--- src/fswp_pkg.sv ---
// Shared types, constants and the arctangent table for the four-step wrapped phase block.
// No dependencies; every other file in src except fswp_checker imports this package.
`timescale 1ns / 1ps

package fswp_pkg;

    // Default widths of the sample and phase fields.
    localparam int SAMPLE_BITS_DEF = 8;
    localparam int PHASE_BITS_DEF  = 16;

    // Rotation datapath: 31 iterations, inputs scaled by 2^30, 32-bit turn accumulator.
    localparam int CORDIC_STEPS = 31;
    localparam int PRESCALE     = 30;
    localparam int ANGLE_W      = 32;
    // Extra bits above the scaled input for CORDIC gain and the first add.
    localparam int GUARD_BITS   = 3;

    localparam logic [ANGLE_W-1:0] HALF_TURN = 32'h8000_0000;

    // Quadrant codes for the exact axis results, in quarter turns.
    localparam logic [1:0] QUAD_POS_X = 2'd0;
    localparam logic [1:0] QUAD_POS_Y = 2'd1;
    localparam logic [1:0] QUAD_NEG_X = 2'd2;
    localparam logic [1:0] QUAD_NEG_Y = 2'd3;

    // Per-item control that rides along with the rotation datapath.
    typedef struct packed {
        logic       special;   // result is an exact axis value, not the rotation angle
        logic       nomod;     // both differences are zero
        logic [1:0] quad;      // axis result in quarter turns
    } ctrl_t;

    // atan(2^-idx) in units of 2^-32 turn, rounded to nearest.
    function automatic logic [ANGLE_W-1:0] angle_step(input int idx);
        logic [ANGLE_W-1:0] a;
        case (idx)
            0:  a = 32'd536870912;
            1:  a = 32'd316933406;
            2:  a = 32'd167458907;
            3:  a = 32'd85004756;
            4:  a = 32'd42667331;
            5:  a = 32'd21354465;
            6:  a = 32'd10679838;
            7:  a = 32'd5340245;
            8:  a = 32'd2670163;
            9:  a = 32'd1335087;
            10: a = 32'd667544;
            11: a = 32'd333772;
            12: a = 32'd166886;
            13: a = 32'd83443;
            14: a = 32'd41722;
            15: a = 32'd20861;
            16: a = 32'd10430;
            17: a = 32'd5215;
            18: a = 32'd2608;
            19: a = 32'd1304;
            20: a = 32'd652;
            21: a = 32'd326;
            22: a = 32'd163;
            23: a = 32'd81;
            24: a = 32'd41;
            25: a = 32'd20;
            26: a = 32'd10;
            27: a = 32'd5;
            28: a = 32'd3;
            29: a = 32'd1;
            30: a = 32'd1;
            default: a = '0;
        endcase
        return a;
    endfunction

endpackage

--- src/fswp_prep.sv ---
// Input stage: sample differences, axis classification, half-turn fold and prescale.
// Depends on fswp_pkg.
`timescale 1ns / 1ps

module fswp_prep
    import fswp_pkg::*;
#(
    parameter int SAMPLE_BITS = SAMPLE_BITS_DEF,
    parameter int XW          = SAMPLE_BITS_DEF + PRESCALE + GUARD_BITS
)
(
    input  logic                    clk,
    input  logic                    rst_n,
    input  logic                    in_valid,
    output logic                    in_ready,
    input  logic [SAMPLE_BITS-1:0]  sample_a,
    input  logic [SAMPLE_BITS-1:0]  sample_b,
    input  logic [SAMPLE_BITS-1:0]  sample_c,
    input  logic [SAMPLE_BITS-1:0]  sample_d,
    output logic                    out_valid,
    input  logic                    out_ready,
    output logic signed [XW-1:0]    x_out,
    output logic signed [XW-1:0]    y_out,
    output logic [ANGLE_W-1:0]      z_out,
    output ctrl_t                   ctrl_out
);

    localparam int DW = SAMPLE_BITS + 1;

    logic signed [DW-1:0]   x_diff;
    logic signed [DW-1:0]   y_diff;
    logic signed [DW-1:0]   x_fold;
    logic signed [DW-1:0]   y_fold;
    logic                   x_zero;
    logic                   y_zero;
    logic                   x_neg;
    logic                   y_neg;
    ctrl_t                  ctrl_next;
    logic                   valid_reg;
    logic signed [XW-1:0]   x_reg;
    logic signed [XW-1:0]   y_reg;
    logic [ANGLE_W-1:0]     z_reg;
    ctrl_t                  ctrl_reg;

    // Differences X = a - c and Y = d - b.
    assign x_diff = signed'({1'b0, sample_a}) - signed'({1'b0, sample_c});
    assign y_diff = signed'({1'b0, sample_d}) - signed'({1'b0, sample_b});
    assign x_zero = (x_diff == '0);
    assign y_zero = (y_diff == '0);
    assign x_neg  = x_diff[DW-1];
    assign y_neg  = y_diff[DW-1];

    // Axis cases and the no-modulation case bypass the rotation result.
    always_comb
    begin
        ctrl_next.special = x_zero || y_zero;
        ctrl_next.nomod   = x_zero && y_zero;
        if (y_zero && !x_neg)
        begin
            ctrl_next.quad = QUAD_POS_X;
        end
        else if (y_zero)
        begin
            ctrl_next.quad = QUAD_NEG_X;
        end
        else if (!y_neg)
        begin
            ctrl_next.quad = QUAD_POS_Y;
        end
        else
        begin
            ctrl_next.quad = QUAD_NEG_Y;
        end
    end

    // A vector in the left half plane is turned by half a turn first.
    assign x_fold = x_neg ? -x_diff : x_diff;
    assign y_fold = x_neg ? -y_diff : y_diff;

    assign in_ready = !valid_reg || out_ready;

    always_ff @(posedge clk or negedge rst_n)
    begin
        if (!rst_n)
        begin
            valid_reg <= 1'b0;
        end
        else if (in_ready)
        begin
            valid_reg <= in_valid;
        end
    end

    always_ff @(posedge clk)
    begin
        if (in_ready && in_valid)
        begin
            x_reg    <= signed'({{(XW-DW-PRESCALE){x_fold[DW-1]}}, x_fold,
                                 {PRESCALE{1'b0}}});
            y_reg    <= signed'({{(XW-DW-PRESCALE){y_fold[DW-1]}}, y_fold,
                                 {PRESCALE{1'b0}}});
            z_reg    <= x_neg ? HALF_TURN : '0;
            ctrl_reg <= ctrl_next;
        end
    end

    assign out_valid = valid_reg;
    assign x_out     = x_reg;
    assign y_out     = y_reg;
    assign z_out     = z_reg;
    assign ctrl_out  = ctrl_reg;

endmodule

--- config.mk ---
export PLATFORM = sky130hd
export DESIGN_NAME = fswp_prep
export DESIGN_NICKNAME = d
export VERILOG_FILES = /design/src/fswp_pkg.sv /design/src/fswp_prep.sv
export SDC_FILE = /design/constraint.sdc
export NUM_CORES = 1
export LEC_CHECK = 0
export CORE_MARGIN = 1.5
export CORE_UTILIZATION = 39
export DETAILED_ROUTE_END_ITERATION = 10
export DONT_BUFFER_PORTS = 1
export PLACE_DENSITY = 0.54
export SLEW_MARGIN = 20
export SYNTH_ARGS = -nofsm -noshare
export SYNTH_HDL_FRONTEND = slang
export SYNTH_SLANG_ARGS = --single-unit
--- constraint.sdc ---
create_clock -name clk -period 3.95 [get_ports clk]
set_input_delay 0.1975 -clock clk [delete_from_list [all_inputs] [get_ports clk]]
set_output_delay 0.1975 -clock clk [all_outputs]
set_load 0.1 [all_outputs]
# Yosys cells after proc, flatten, opt, wreduce, memory -nomap -nowiden
# Cells that the tools add are included.
dict set report totals {
  ff_bits 55
  input_bits 36
  out_inout_bits 120
}
dict set report classes {
  addsub 4
  mux 5
  n_reduce_logical 10
}
# operator count
set ops {}
lappend ops {{32-bit 2-to-1 mux} 1}
lappend ops {{9-bit zero test} 2}
lappend ops {{9-bit 2-to-1 mux} 2}
lappend ops {{9-bit negator} 2}
lappend ops {{8-bit by 8-bit subtractor with 9-bit output} 2}
lappend ops {{2-bit 2-to-1 mux} 2}
lappend ops {{1-bit logical AND} 3}
lappend ops {{1-bit zero test} 2}
lappend ops {{1-bit logical OR} 2}
lappend ops {{2-bit OR reduction} 1}

# Depth between registers and ports, before layout
# Gate-level depths: netlist (run 1).
dict set report depth {
  depth_word 4
  depth_mapped 12
}

# Worst setup path before layout (run 1)
# No wires, ideal clock.
dict set report synth_path {
  path_type {flip-flop to flip-flop}
  start {register valid_reg, in the netlist out_valid}
  end {register ctrl_reg (netlist bit ctrl_out[0]), enable pin}
  setup_time_ns 0.357
  arrival_ns 2.408
  required_time_ns 3.593
  slack_ns 1.186
  stages_incl_launch_ff 3
  n_path_buf 0
  path_cell_list {dfrtp_1 > nand2b_1 > and2_1}
}
dict set report synth_between {
  elab_chain_len 3
}
# element line_no
set synth_rtl {}
lappend synth_rtl {{start, declared} fswp_prep.sv:39} ;# logic valid_reg;
lappend synth_rtl {{start signal, assigned} fswp_prep.sv:90} ;# valid_reg <= in_valid;
lappend synth_rtl {{1-bit zero test} fswp_prep.sv:80} ;# assign in_ready = !valid_reg || out_ready;
lappend synth_rtl {{1-bit logical OR} fswp_prep.sv:80}
lappend synth_rtl {{via in_ready} fswp_prep.sv:15} ;# output logic in_ready,
lappend synth_rtl {{1-bit logical AND} fswp_prep.sv:96} ;# if (in_ready && in_valid)
lappend synth_rtl {{end signal, assigned} fswp_prep.sv:103} ;# ctrl_reg <= ctrl_next;
lappend synth_rtl {{end, declared} fswp_prep.sv:43} ;# ctrl_t ctrl_reg;
# The timed path passes the listed nets, and every way through them passes these cells.
# A chain may end at the register's enable or synchronous reset.

# Worst setup path after layout (run 1)
dict set report layout_path {
  start {input sample_d[0]}
  end {register y_out[38] (netlist name)}
}
dict set report layout_between {
  elab_chain_len 3
}
# element line_no
set layout_rtl {}
lappend layout_rtl {{start, declared} fswp_prep.sv:19} ;# input logic [SAMPLE_BITS-1:0] sample_d,
lappend layout_rtl {{8-bit by 8-bit subtractor with 9-bit output (*)} fswp_prep.sv:47} ;# assign y_diff = signed'({1'b0, sample_d}) - signed'({1'b0, sample_b});
lappend layout_rtl {{9-bit negator} fswp_prep.sv:78} ;# assign y_fold = x_neg ? -y_diff : y_diff;
lappend layout_rtl {{9-bit 2-to-1 mux (*)} fswp_prep.sv:78}
lappend layout_rtl {{via y_fold[8]} fswp_prep.sv:33} ;# logic signed [DW-1:0] y_fold;
# Mark *: on every way through the listed nets, which the timed path passes. The rest lies on a longest branch.

==> flow_metrics.py, run 1 <==
metrics = {
    "synthesis": {
        "synth_top_family_by_area": "buffers and inverters",
        "yosys.cell_types.count": 43,
        "synth_area_um2": 2587,
        "synth_compound_area_frac": 0.1049,
        "synth_xor_xnor_area_share": 0.07785,
        "ys_warn_count": 0,
        "synth_adder_area_share": 0.1267,
        "synth_seq_cells": 24,
        "syn_inst": 281,
        "seq_area_frac_synth": 0.2766,
        "async_reset_ff_frac": 0.04167,
        "synthFlopType": "edfxtp_1",
        "synth-edff-count": 23,
        "synth_mux_area_frac": 0,
        "avgSynthCellArea_um2": 9.208,
        "synthSimpleGateAreaFrac": 0.09526,
    },
    "global_route": {
        "grt_pass1_vias": 1188,
        "antenna_found_initial": 0,
        "overflow": 0,
        "grt_pass1_wl_um": 5568,
        "track_usage": 0.09588,
        "grt_max_degree": 24,
    },
    "sta": {
        "max_slew_margin": 0.3064,
        "fmax_ghz": 0.4117,
        "min_period_over_period": 0.6149,
        "tns_ns": 0,
        "period_minus_slack_ns": 2.429,
        "slew_violations": 0,
        "skew_ns": 0.004651,
        "setup_viol": 0,
        "worst_slew_pin_slew_ns": 1.040,
        "hold_violations": 0,
        "rsz0062_at_grt": "no",
    },
    "clocking": {
        "htreeDepth": 1,
        "cts_made_buffers": 3,
        "post_cts_buffers": 0,
        "cts_tree": "done",
        "clk_latency_ns": 0.26,
        "clk_pin_slew_ns": 0.08,
        "clock-sinks": 24,
        "cts.path.max_buffers": 2,
        "clk_root_buffer_cell": "clkbuf_8",
    },
    "setup_path": {
        "cp.arrival_ns": 2.43,
        "crit_path_max_fanout": 4,
        "start_kind": "primary input",
        "crit_type": "primary input to register",
        "end_kind": "register",
        "critPathRequiredTime_ns": 3.95,
    },
    "floorplan": {
        "start_util": 0.4052,
        "die_h_um": 84.45,
        "num_rows": 29,
        "die_area_um2": 7132,
        "die_w_um": 84.45,
        "core_area_um2": 6386,
        "ioPinCount": 156,
    },
    "placed_design": {
        "placed_area_um2": 2391,
        "dp_cells": 358,
        "place_hpwl_um": 3311,
        "port_buffers": 0,
        "gp_congestion": 0.7432,
    },
    "power": {
        "total_power_mw": 1.415,
        "vdd_drop_max_v": 0.0003306,
        "powerDensity_nw_per_um2": 572.2,
        "leakage_nw": 1.195,
    },
    "layout": {
        "drive_gt1_frac": 0.08042,
        "fin_area_um2": 2472,
        "nets": 348,
        "instances_no_fill": 363,
        "area_growth_pct": -4.449,
        "diodes": 0,
    },
    "route": {
        "routed_wl_um": 3826,
        "postRouteAntennaNets": 0,
        "avgRoutedWirePerCell_um": 10.54,
        "first_pass_iters": 4,
        "via_count": 1498,
        "drt_iter0_drc": 43,
        "viasPerCell": 4.127,
        "drc": 0,
    },
    "hold_path": {
        "hold_path.class": "primary input to register",
    },
    "status": {
        "outcome": "finished, final reports clean",
    },
    "job": {
        "maxCapViolations": 0,
    },
}
-- per-stage QoR --
step	setup slack, ns	util	hold slack (ns)
2_1_floorplan	1.186	-	-0.09809
3_3_place_gp	1.318	0.3744	-0.09806
3_5_place_dp	1.252	0.3744	-0.09806
4_1_cts	1.534	0.3871	0.03979
5_1_grt	1.336	0.3871	0.03270
6_report	1.521	0.3871	0.04133
-- critical path, stage by stage --
cell      delay (ns)
inv_1           0.05
ha_1            0.15
inv_1           0.05
fa_1            0.39
a211oi_1        0.30
nor2_1          0.10
xor2_1          0.18
a311oi_2        0.36
and4_2          0.31
ha_1            0.23
nand2_1         0.05
o21ai_0         0.06
-- cell type report --
cell class                 instances  area, um^2
clock buffer                       3       41.29
timing repair buffer               8       102.6
multi-input combinational        224        1389
clock inverter                     1       30.03
inverter                          26       97.59
sequential                        24       715.7
tap                               77       96.34
fill                             637        3914
-- repair_timing --
item | in CTS | in global routing
hold endpoints to repair | 1 | 0
resized for setup | 0 | 0
hold buffers | 1 | 0
-- Yosys cell counts (2+ instances only) --
master	number	area share
a21o_1	3	0.0087
a21oi_1	12	0.023
a21oi_2	2	0.0068
a31oi_1	2	0.0048
and2_1	4	0.0097
and3_1	2	0.0048
buf_2	2	0.0039
buf_4	95	0.28
edfxtp_1	23	0.27
fa_1	2	0.015
ha_1	23	0.11
inv_1	25	0.036
nand2_1	5	0.0073
nand2b_1	4	0.0097
nand3b_1	2	0.0058
nor2_1	15	0.022
nor2b_1	2	0.0048
o21a_1	2	0.0058
o21ai_0	7	0.014
o21ai_1	3	0.0058
o21bai_1	3	0.0087
xnor2_1	14	0.047
xor2_1	9	0.030
-- report_power, final --
part           switching [mW]  internal (mW)
clock network          0.0720          0.135
registers               0.211          0.329
logic                   0.556          0.112
total                   0.839          0.576
-- cell families after synthesis --
family	Yosys count
compound gates	41
xor+xnor	23
fa+ha+maj	25
buf+inv	123
flops	24
other cells	1
simple gates	44
-- worst paths after layout --
kind	startpoint	endpoint	slack [ns]	depth (start not counted)
min in group asynchronous	rst_n	out_valid$_DFFE_PN0N_	0.14	1
setup reg to reg	out_valid$_DFFE_PN0N_	y_out[36]$_DFFE_PP_	1.74	4
setup / recovery	sample_d[0]	y_out[38]$_DFFE_PP_	1.52	12
hold reg to reg	out_valid$_DFFE_PN0N_	out_valid$_DFFE_PN0N_	1.07	4
max in group asynchronous	rst_n	out_valid$_DFFE_PN0N_	3.71	1
hold / removal	in_valid	out_valid$_DFFE_PN0N_	0.04	1
-- metal layers --
metal	global-route usage	wire [um]
met1	0.1229	1683
met2	0.1622	1755
met3	0.01672	357
met4	0.03519	29
met5	0	0
-- sequential cells by signal, indices dropped and copies added, names as in the netlist --
name,cells
y_out,9
z_out,1
x_out,9
out_valid,1
ctrl_out,4
-- cell usage in the layout, fill, tap and decap left out, types with 2 or more instances in the layout --
master     n
nand2b_1   4
o21ai_0    7
fa_1       2
and3_1     2
o21ai_1    3
nand2_1    5
inv_1     25
conb_1    91
clkbuf_8   3
a21oi_2    2
and2_1     4
buf_4      5
xor2_1     9
o21a_1     2
a21oi_1   12
nor2_1    15
buf_16     2
a21o_1     3
ha_1      23
nand3b_1   2
edfxtp_1  23
nor2b_1    2
a31oi_1    2
xnor2_1   14
o21bai_1   3
No activity file was read; power rests on OpenSTA's default activity.
==> inputs of run 2 (changes only) <==
ABC_AREA = 1   (was default)
clock period = 2.5 ns   (was 3.95 ns; I/O delays follow)
==> run 2 against run 1 <==
Die area increased by 6.8%. Sequential share of layout area is 2.3 points lower. Hold slack improved by 0.024 ns. Flip-flop and latch count did not move. Wire length increased by 12%. Total power is 51% higher. Synthesized cell count up 28%. Utilization up 0.53 points. Register-to-register slack got worse by 0.41 ns. Worst setup slack got worse by 1.0 ns. Combinational power increased by 63%. Synthesized area increased by 7.0%. Critical endpoint is now ctrl_out[3]$_DFFE_PP_. Largest power group unchanged. Highest routed layer unchanged.
==> flow_metrics.py, run 2 <==
metrics = {
    "status": {
        "outcome": "finished, final reports clean",
    },
    "sta": {
        "period_minus_slack_ns": 1.978,
        "fin_hold_ws_ns": 0.06531,
        "rsz0062_at_grt": "no",
        "fmax_ghz": 0.5055,
        "setup_slack_ns": 0.5219,
        "hold_violations": 0,
        "worst_slew_pin_slew_ns": 0.9070,
        "min_period_over_period": 0.7913,
        "tns_ns": 0,
        "skew_ns": 0.002990,
        "setup_viol": 0,
        "slew_violations": 0,
        "max_slew_margin": 0.3966,
    },
    "setup_path": {
        "end_kind": "register",
        "crit_path_max_fanout": 3,
        "start_kind": "primary input",
        "critPathRequiredTime_ns": 2.52,
        "cp.arrival_ns": 1.99,
        "crit_type": "primary input to register",
    },
    "floorplan": {
        "ioPinCount": 156,
        "num_rows": 30,
        "die_h_um": 87.26,
        "core_area_um2": 6832,
        "die_area_um2": 7614,
        "start_util": 0.4053,
        "die_w_um": 87.26,
    },
    "route": {
        "via_count": 1868,
        "viasPerCell": 4.017,
        "first_pass_iters": 4,
        "drt_iter0_drc": 49,
        "routed_wl_um": 4280,
        "drc": 0,
        "postRouteAntennaNets": 0,
        "avgRoutedWirePerCell_um": 9.204,
    },
    "global_route": {
        "grt_max_degree": 24,
        "overflow": 0,
        "grt_pass1_vias": 1459,
        "track_usage": 0.1047,
        "antenna_found_initial": 0,
        "grt_pass1_wl_um": 6389,
    },
    "layout": {
        "area_growth_pct": -3.163,
        "mostFrequentLayoutCell": "conb_1",
        "nets": 431,
        "diodes": 0,
        "seqCellArea_um2": 715.7,
        "postLayoutCoreUtil": 0.3925,
        "multiInputGateArea_um2": 1466,
        "fillers": 722,
        "mostFrequentLayoutCells": "conb_1 (91), nand2_1 (75), inv_1 (51)",
        "drive_gt1_frac": 0.08130,
    },
    "synthesis": {
        "ys_top_cells_by_area": "buf_4 (26%), edfxtp_1 (25%), ha_1 (10%)",
        "synth_top_cell_by_area": "buf_4",
        "synth_seq_cells": 24,
        "yosys.area.top_type_share": 0.2576,
        "seq_area_frac_synth": 0.2585,
        "synthFlopType": "edfxtp_1",
        "synth-edff-count": 23,
        "avgSynthCellArea_um2": 7.670,
        "synth_area_um2": 2769,
        "async_reset_ff_frac": 0.04167,
        "yosys-top-cells-count": "buf_4 (95), nand2_1 (75), inv_1 (51)",
        "syn_inst": 361,
        "yosys.cell_types.count": 30,
        "synth_most_common_cell": "buf_4",
        "ys_warn_count": 0,
    },
    "clocking": {
        "post_cts_buffers": 0,
        "cts.path.max_buffers": 2,
        "ctsResizeCount": 0,
        "clk_root_buffer_cell": "clkbuf_8",
        "postCtsHoldBufs": 2,
        "cts_tree": "done",
        "htreeDepth": 1,
        "cts_made_buffers": 3,
        "clock-sinks": 24,
        "clk_pin_slew_ns": 0.08,
        "clk_latency_ns": 0.26,
    },
    "placed_design": {
        "post-place-ws_ns": 0.2250,
        "gp_congestion": 0.7684,
        "place_hpwl_um": 3726,
        "port_buffers": 0,
    },
    "power": {
        "vdd_drop_max_v": 0.0005003,
        "leakage_nw": 1.487,
        "total_power_mw": 2.140,
        "powerDensity_nw_per_um2": 798.3,
    },
    "job": {
        "maxCapViolations": 0,
    },
    "hold_path": {
        "hold_path.class": "primary input to async pin",
    },
}
run 2: changes by cell type after synthesis, sizes merged, moves of 3 or more:
cell    before  now
nand3b       2    5
o21bai       3    0
nand3        0   26
and2         4    0
and3         3    0
xor2         9    3
o21ai       10    3
nand2        5   76
nor2        16   21
nand2b       4    0
inv         26   53
xnor2       14    5
a21o         3    0
run 2: critical path, stage by stage:
cell     delay [ns]
inv_1          0.05
ha_1           0.13
inv_1          0.04
fa_1           0.37
nand2_1        0.09
nand2_1        0.09
nand3_1        0.10
nand2_1        0.06
nand2_1        0.10
nand2_1        0.06
a21oi_1        0.17
inv_1          0.10
ha_1           0.21
or2_2          0.29
run 2: layout make-up:
type | count | share of cell area
clock buffers | 4 | 0.02053
repair buffers | 10 | 0.04480
flip-flops and latches | 24 | 0.2669
well taps | 96 | 0.04480
multi-input cells | 278 | 0.5469
inverters | 53 | 0.07606
run 2: power by group:
| group | switching (mW) | internal, mW | leakage (nW) |
|---|---|---|---|
| Clock | 0.112 | 0.140 | 0.0288 |
| Combinational | 0.918 | 0.167 | 1.23 |
| Sequential | 0.291 | 0.511 | 0.229 |
run 2: worst paths after layout:
kind,from,endpoint,slack (ns),cells past startpoint
worst max-delay path,sample_d[0],ctrl_out[3]$_DFFE_PP_,0.52,14
worst min-delay path,rst_n,out_valid$_DFFE_PN0N_,0.07,1
worst max register to register,out_valid$_DFFE_PN0N_,y_out[36]$_DFFE_PP_,1.33,2
worst min register to register,out_valid$_DFFE_PN0N_,out_valid$_DFFE_PN0N_,0.81,3
max in group asynchronous,rst_n,out_valid$_DFFE_PN0N_,2.33,1
min in group clk,sample_c[0],x_out[30]$_DFFE_PP_,0.21,2
run 2: layer usage:
layer | up-vias | global-route usage | wire, um
li1 | 960 | - | -
met1 | 807 | 0.1430 | 1967
met2 | 99 | 0.1601 | 1827
met3 | 2 | 0.03033 | 466
met4 | 0 | 0.03030 | 19
met5 | - | 0 | 0
run 2: through the flow:
stage          cell area (um^2)  std cells
2_1_floorplan              3107        451
3_3_place_gp               2606        459
3_5_place_dp               2606        459
4_1_cts                    2681        465
5_1_grt                    2681        465
6_report                   2681        465
run 2: kinds of logic after synthesis:
kind of cell,synth area share
other cells,0.001354
buf+inv,0.3353
compound gates,0.04609
simple gates,0.2151
xor+xnor,0.02531
flops,0.2585
fa+ha+maj,0.1184
==> inputs of run 3 (changes only) <==
PLACE_DENSITY = 0.56   (was 0.54)
clock period = 1.74 ns   (was 2.5 ns; I/O delays follow)
==> run 3 against run 2 <==
The run now ends with setup timing left. Register-to-register slack worse by 0.76 ns. Total power is 58% higher. Sequential share of layout area is 5.7 points lower. Clock skew hardly changed. Utilization is 11 points higher. Highest routed layer unchanged. Non-clock buffer count is 67 higher. Hold slack worse by 0.041 ns. Via count is 13% higher. Worst setup slack worse by 0.60 ns. Cell count is 14% higher.
==> flow_metrics.py, run 3 (synthesis gave the netlist of run 2 again) <==
metrics = {
    "global_route": {
        "grt_pass1_wl_um": 7224,
        "grt_pass1_vias": 1683,
        "antenna_found_initial": 0,
        "track_usage": 0.1166,
        "overflow": 0,
        "grt_max_degree": 24,
    },
    "power": {
        "vdd_drop_max_v": 0.0006770,
        "total_power_mw": 3.372,
        "leakage_nw": 1.806,
        "powerDensity_nw_per_um2": 985.3,
    },
    "route": {
        "via_count": 2114,
        "drc": 0,
        "drt_iter0_drc": 44,
        "viasPerCell": 3.974,
        "first_pass_iters": 4,
        "routed_wl_um": 4837,
        "avgRoutedWirePerCell_um": 9.092,
        "postRouteAntennaNets": 0,
    },
    "clocking": {
        "clk_root_buffer_cell": "clkbuf_8",
        "htreeDepth": 1,
        "cts_tree": "done",
        "cts_made_buffers": 3,
        "cts.path.max_buffers": 2,
        "clock-sinks": 24,
        "clk_pin_slew_ns": 0.07,
        "clk_latency_ns": 0.26,
    },
    "sta": {
        "fmax_ghz": 0.5501,
        "slew_violations": 0,
        "min_period_over_period": 1.045,
        "max_slew_margin": 0.6394,
        "rsz0062_at_grt": "yes",
        "skew_ns": 0.003062,
        "setup_slack_ns": -0.07794,
        "setup_viol": 5,
        "fin_hold_ws_ns": 0.02458,
        "tns_ns": -0.1514,
        "worst_slew_pin_slew_ns": 0.5453,
        "period_minus_slack_ns": 1.818,
        "hold_violations": 0,
    },
    "layout": {
        "nets": 498,
        "fin_area_um2": 3422,
        "area_growth_pct": 23.59,
        "mostFrequentLayoutCell": "conb_1",
        "postLayoutCoreUtil": 0.5009,
        "diodes": 0,
        "drive_gt1_frac": 0.3165,
        "mostFrequentLayoutCells": "conb_1 (91), buf_4 (73), nand2_1 (67)",
        "multiInputGateArea_um2": 1682,
        "seqCellArea_um2": 716.9,
        "fillers": 689,
    },
    "hold_path": {
        "hold_start": "out_ready",
        "hold_path.class": "primary input to register",
    },
    "setup_path": {
        "end_kind": "register",
        "crit_path_max_fanout": 2,
        "cp.arrival_ns": 1.84,
        "cp-startpoint": "sample_d[0]",
        "critPathRequiredTime_ns": 1.76,
        "start_kind": "primary input",
        "r2r_start": "out_valid$_DFFE_PN0N_",
        "crit_type": "primary input to register",
    },
    "placed_design": {
        "port_buffers": 0,
        "placed_area_um2": 3132,
        "place_hpwl_um": 3967,
        "gp_congestion": 0.7619,
    },
    "floorplan": {
        "num_rows": 30,
        "start_util": 0.4053,
        "ioPinCount": 156,
        "die_area_um2": 7614,
        "core_area_um2": 6832,
        "die_w_um": 87.26,
        "die_h_um": 87.26,
    },
    "job": {
        "maxCapViolations": 0,
    },
    "status": {
        "violations": "setup timing",
        "outcome": "finished, violations left",
    },
}
## run 3: changes by cell type in the layout (fill, tap and decap cells not counted), sizes merged
cell	before	now
clkbuf	4	3
clkinv	0	1
buf	8	75
## run 3: repair_timing
action | 4_1_cts | 5_1_grt
buffers inserted | 8 | 5
hold buffers | 2 | 0
hold endpoints to repair | 2 | 0
setup endpoints to repair | 4 | 9
pin swaps | 6 | 19
resized for setup | 2 | 29
## run 3: worst paths after layout
path | cells after the start | slack (ns) | to
min | 3 | 0.02 | out_valid$_DFFE_PN0N_
max in group asynchronous | 1 | 1.59 | out_valid$_DFFE_PN0N_
min in group asynchronous | 1 | 0.03 | out_valid$_DFFE_PN0N_
min reg2reg | 2 | 0.55 | out_valid$_DFFE_PN0N_
max | 15 | -0.08 | y_out[38]$_DFFE_PP_
max reg2reg | 2 | 0.57 | y_out[38]$_DFFE_PP_
## run 3: worst max-delay path: stages
cell and delay [ns]:
inv_16 0.03, ha_4 0.11, inv_2 0.03, fa_1 0.45
inv_2 0.09, ha_4 0.12, inv_2 0.04, nor2_2 0.09
nand3_2 0.10, nor2_2 0.14, nand4_1 0.12, inv_1 0.10
ha_1 0.23, nand2_1 0.06, nand2_1 0.04
## run 3: stage by stage
| stage | worst slack [ns] | std cells |
|---|---|---|
| 2_1_floorplan | -0.2708 | 451 |
| 3_3_place_gp | -0.3343 | 516 |
| 3_5_place_dp | -0.3772 | 516 |
| 4_1_cts | -0.08185 | 530 |
| 5_1_grt | -0.2032 | 532 |
| 6_report | -0.07794 | 532 |
## run 3: layer usage
layer | vias to the layer above | global-route usage | share of wire
li1 | 1095 | - | -
met1 | 907 | 0.1607 | 0.44
met2 | 104 | 0.1860 | 0.45
met3 | 8 | 0.01327 | 0.089
met4 | 0 | 0.04618 | 0.017
met5 | - | 0 | 0
## run 3: where the power goes
group	internal [mW]	total, mW	switching [mW]
Combinational	0.497	2.31	1.81
Sequential	0.729	0.750	0.0212
Clock	0.157	0.316	0.158
## run 3: layout make-up
cell class / count / share of cell area
Multi-Input combinational cell: 278 / 0.4914
Sequential cell: 24 / 0.2095
Timing Repair Buffer: 77 / 0.1821
Inverter: 53 / 0.06874
Tap cell: 96 / 0.03510
Clock buffer: 3 / 0.01207
Clock inverter: 1 / 0.001097
